File: src/hdl/ple_pkg.sv
// Package for the positional list engine: request and status codes,
// fixed field widths and the command word that is broadcast to the cells.
// No dependencies.
package ple_pkg;

    localparam int REQ_TYPE_W    = 2;
    localparam int POSITION_W    = 7;
    localparam int VALUE_W       = 32;
    localparam int STATUS_W      = 2;
    localparam int ENTRY_COUNT_W = 7;

    typedef enum logic [REQ_TYPE_W-1:0] {
        REQ_READ   = 2'd0,
        REQ_INSERT = 2'd1,
        REQ_DELETE = 2'd2
    } req_type_t;

    typedef enum logic [STATUS_W-1:0] {
        ST_DONE  = 2'd0,
        ST_RANGE = 2'd1,
        ST_FULL  = 2'd2
    } status_t;

    // Command broadcast to every cell in the row for one cycle
    typedef struct packed {
        logic                      ins;
        logic                      del;
        logic signed [VALUE_W-1:0] value;
    } cell_cmd_t;

endpackage

File: src/hdl/ple_cell.sv
// One list cell: holds the entry at a fixed slot and shifts with its neighbors.
// Depends on ple_pkg for the command word.
module ple_cell
    import ple_pkg::*;
#(
    parameter int INDEX = 0,
    parameter int CMP_W = 8
) (
    input  logic                      clk,
    input  cell_cmd_t                 cmd,
    input  logic [CMP_W-1:0]          idx,
    input  logic signed [VALUE_W-1:0] left_data,
    input  logic signed [VALUE_W-1:0] right_data,
    output logic signed [VALUE_W-1:0] data,
    output logic signed [VALUE_W-1:0] hit_data
);

    localparam logic [CMP_W-1:0] MY_IDX = CMP_W'(INDEX);

    logic signed [VALUE_W-1:0] entry_reg;
    logic signed [VALUE_W-1:0] entry_next;

    // Pick the new entry: shift up behind an insert, take the value at it,
    // shift down from the deleted slot onward
    always_comb
    begin
        entry_next = entry_reg;
        if (cmd.ins && (MY_IDX > idx))
        begin
            entry_next = left_data;
        end
        else if (cmd.ins && (MY_IDX == idx))
        begin
            entry_next = cmd.value;
        end
        else if (cmd.del && (MY_IDX >= idx))
        begin
            entry_next = right_data;
        end
    end

    always_ff @(posedge clk)
    begin
        entry_reg <= entry_next;
    end

    assign data     = entry_reg;
    assign hit_data = (MY_IDX == idx) ? entry_reg : '0;

endmodule

File: config.mk
export PLATFORM = sky130hd
export DESIGN_NAME = ple_cell
export DESIGN_NICKNAME = d
export VERILOG_FILES = /design/src/hdl/ple_pkg.sv /design/src/hdl/ple_cell.sv
export SDC_FILE = /design/constraint.sdc
export NUM_CORES = 1
export LEC_CHECK = 0
export BUFFER_PORTS_ARGS = -buffer_cell sky130_fd_sc_hd__buf_4
export CAP_MARGIN = 10
export CORE_UTILIZATION = 39
export DETAILED_ROUTE_END_ITERATION = 6
export GPL_TIMING_DRIVEN = 0
export HOLD_SLACK_MARGIN = 0.08
export PLACE_DENSITY = 0.93
export SLEW_MARGIN = 15
export SYNTH_ARGS = -nofsm -noshare
export SYNTH_HDL_FRONTEND = slang
export SYNTH_SLANG_ARGS = --single-unit
File: constraint.sdc
create_clock -name clk -period 6.1 [get_ports clk]
set_input_delay 0 -clock clk [delete_from_list [all_inputs] [get_ports clk]]
set_output_delay 0 -clock clk [all_outputs]
set_load 0.01 [all_outputs]
# ---- Word level (Yosys, flattened, before mapping)
# Index checks and enable logic that the tools add are counted.
# Widths: inputs -> output; s select.
dict set report totals {
  ramBits 0
  word_cells 12
  memories 0
  out_inout_bits 64
  regBits 32
  latchBits 0
  inputBits 107
  rom_bits 0
}
dict set report classes {
  bitwise_logic 0
  multipliers 0
  add_sub_neg 0
  shift 0
  n_mux 4
  div 0
  eq_ne 0
  n_reduce_logical 5
  order_cmp 2
}
# op n
set ops {}
lappend ops {{$mux 32} 4}
lappend ops {{$ge 1x8->1 const A} 1}
lappend ops {{$gt 1x8->1 const A} 1}
lappend ops {{$logic_not 8->1} 1}
lappend ops {{$logic_and 1x1->1} 3}
lappend ops {{$reduce_bool 3->1} 1}

# ---- Depth between registers and ports, before layout
dict set report depth {
  word_depth 5
  depth_mapped 4
  depth_no_buf 3
}

# ---- Least setup slack after synthesis
# OpenSTA, ideal clock, no wires.
dict set report synth_path {
  path_type {in2reg}
  startpoint {in idx[5]}
  endpoint {reg entry_reg[0], in the netlist data[0], enable pin}
  path_slack_ns 4.159
  setup_time_ns 0.387
  t_required_ns 5.713
  arrival_ns 1.554
  stages 3
  path_buffers 1
  cell_sequence {nor4_2 clkbuf_1 o211a_1}
}
dict set report synth_via {
  elab_chain_len 3
  elab_cells_between_ends 7
  classes_between {order compare (2); reduce/logical (5)}
}
# item line_no
set synth_lines {}
lappend synth_lines {{start: declaration} ple_cell.sv:11} ;# input logic [CMP_W-1:0] idx,
lappend synth_lines {{$gt 1x8->1, or another cell as far along} ple_cell.sv:28} ;# if (cmd.ins && (MY_IDX > idx))
lappend synth_lines {{$logic_and 1x1->1 (on tied branches)} {ple_cell.sv:28, ple_cell.sv:32, ple_cell.sv:36}}
lappend synth_lines {{$reduce_bool 3->1 (no line) *} -}
lappend synth_lines {{end signal: assignment} ple_cell.sv:44} ;# entry_reg <= entry_next;
lappend synth_lines {{end: declaration} ple_cell.sv:20} ;# logic signed [VALUE_W-1:0] entry_reg;
# Every way passes the cells marked *; elsewhere a longest branch is shown, timed or not.
# A chain may end at the register's enable or synchronous reset.

# ---- Worst setup path after layout
dict set report layout_path {
  startpoint {in idx[1]}
  endpoint {reg entry_reg[20], in the netlist data[20] (data pin)}
}
dict set report layout_via {
  elab_chain_len 4
  elab_cells_between_ends 6
  classes_between {order compare (1); mux (2); reduce/logical (3)}
}
# item line_no
set layout_lines {}
lappend layout_lines {{branches (longest 3 deep; another with $gt 1x8->1)} -}
lappend layout_lines {{$mux 32 *} ple_cell.sv:28}
lappend layout_lines {{net entry_next[20]} ple_cell.sv:21} ;# logic signed [VALUE_W-1:0] entry_next;
# Mark *: on every way through the listed nets, which the timed path passes.

==> run metrics <==
status=complete, no violations; vias in the first global route=2115; Final period util=between 30% and 40%; share of cells above drive strength 1=roughly three fifths; post-DP HPWL=4115 um; peak supply drop=approximately 0.000087 V; hold endpoint=hit_data[0]; fmax=0.4552 GHz; root buffer cell=clkbuf_8; minimum clock period=between 2 and 2.5 ns; Layout area overhead=104.0%; Rows=23; HP Start=idx[2]; CTS Sinks=32; CP max stage delay=about 0.73 ns; WL per Instance=~20 um; DR vias=~1900; Seq cells post-synth=32; Inserted Diodes=0; CTS tree=yes; setup violators final=0; WP data required=6.12 ns; setup_tns=0 ns; cell area after synthesis=0.001747 sq mm; drt total wl=between 7000 and 8000 um; Worst Tran Pin Value=around 0.9 ns; core area=0.004144 sq mm; Syn Area/Cell=~16 sq um; CTS H-tree depth=2; Slowest cell on crit path=nor4_2; clk buf depth=2; GRT overflow=0; # Post-CTS Setup Buffers=0; initial antenna violation count=0; Critical Path AT=~2.2 ns; crit path cell chain=buf_4 > nor4_2 > nand3_4 > buf_6 > mux2_4 > dlygate4sd3_1; RD Place Congestion=between 0.7 and 0.8; LEAKAGE=approximately 0.0018 uW; Synth cell types=10; largest net degree at the start of global routing=33; Die W=around 69 um; DIE AREA=between 0.004 and 0.005 sq mm; leading cell type in the layout, fill and taps excluded=buf_4; I/O pin total=between 150 and 200; pwr/cell area=roughly 140 mW/mm^2; Clock transition at path regs=about 0.06 ns; die boundary height=68.92 um; Initial DRT Pass Iterations=4; DRC=0; Post-Syn Instances=roughly 110; starting density of the core=~42%; Hold WC Path Type=in -> out; Rel. slew slack=between 40 and 50%; Via density=between 5 and 6; Net Count, Synth=216; commonest cells after routing, fill and taps aside=buf_4, dlygate4sd3_1, edfxtp_1; Max Transition Viols Final=0; post-synthesis sequential area ratio=55.01%; Detailed Route Iter0 Violations=between 100 and 150; PortBufs=approximately 140; CTS buffer count=5; Critical Path Source Type=input pin; CP Capture Type=flip-flop; RSZ-0062 raised after global routing=no; CP Class=in -> reg; Synth Warn #=0; Final Util=about 86%; total placed cells including tap cells=approximately 300; WHS Path Cells=4; Fin. Hold Viols=0; critical path peak fanout=10; first-pass GRT wire length=around 11000 um; Final nets=about 430; Tot GR Track Use=about a third; final std cells w/o fill=between 300 and 400; max_cap viols=0; max reg flops=32; ANT nets after route=0
[layer usage]
layer | routed length, um | track usage [%] | up-vias
met1 | 2579 | 33.02 | 905
met3 | 655 | 10.20 | 32
li1 | - | - | 838
met4 | 370 | 19.13 | 0
met2 | 3941 | 57.77 | 144
met5 | 0 | 0 | -
[Yosys cell counts]
| cell | instances | area share, % |
|---|---|---|
| and3_2 | 3 | 1.3 |
| o211a_1 | 1 | 0.57 |
| clkbuf_1 | 6 | 1.3 |
| buf_6 | 3 | 1.9 |
| nand3_4 | 1 | 1.0 |
| nor4_2 | 2 | 1.4 |
| mux2_2 | 2 | 1.3 |
| edfxtp_1 | 32 | 55 |
| and3_1 | 29 | 10 |
| mux2_4 | 30 | 26 |
[per-stage QoR]
step	power, uW	hold WS [ns]	area [sq um]	setup slack (ns)
final	498.9	0.5008	3563	3.903
after global routing	511.8	0.5323	3563	3.837
after CTS	489.6	0.4956	3563	3.773
after detailed placement	309.3	0.3036	2845	3.477
after global placement	306.9	0.3008	2845	3.558
after floorplan	267.0	0.2175	1747	4.159
[where the power goes]
part | switching (uW) | internal, uW
Sequential | 0.382 | 242
Clock | 78.6 | 77.6
Combinational | 27.0 | 72.8
[critical path, delay by kind of cell]
| kind | cells | cell delay [ns] |
|---|---|---|
| simple gates | 2 | 0.96 |
| mux | 1 | 0.31 |
| buf+inv | 3 | 0.93 |
[cell type report]
type,count,area [sq um]
clock buffer,6,72.57
buffer,9,56.30
timing repair buffer,202,1677
tap,50,62.56
clock inverter,1,5.005
sequential,32,960.9
fill,187,580.6
multi-input combinational,68,729.5
[worst max-delay path by stage]
stage                      start                 end  slack [ns]  cells past startpoint
after floorplan           idx[5]   data[0]$_DFFE_PP_        4.16                      3
after global placement    idx[5]  data[14]$_DFFE_PP_        3.56                      4
after detailed placement  idx[5]  data[16]$_DFFE_PP_        3.48                      4
after CTS                 idx[5]  data[16]$_DFFE_PP_        3.77                      4
after global routing      idx[1]   data[9]$_DFFE_PP_        3.84                      6
final                     idx[1]  data[20]$_DFFE_PP_        3.90                      6
[kinds of logic after synthesis]
group                  synth area share, %
and+or+nand+nor                      14.11
muxes                                27.08
DFF                                  55.01
buffers and inverters                3.223
AOI/OAI and AO/OA                   0.5731
[timing repair]
| action | 4_1_cts | 5_1_grt |
|---|---|---|
| hold buffers | 64 | 0 |
| resized for setup | 0 | 0 |
| hold endpoints to repair | 32 | 0 |
(Power assumes the default switching activity.)
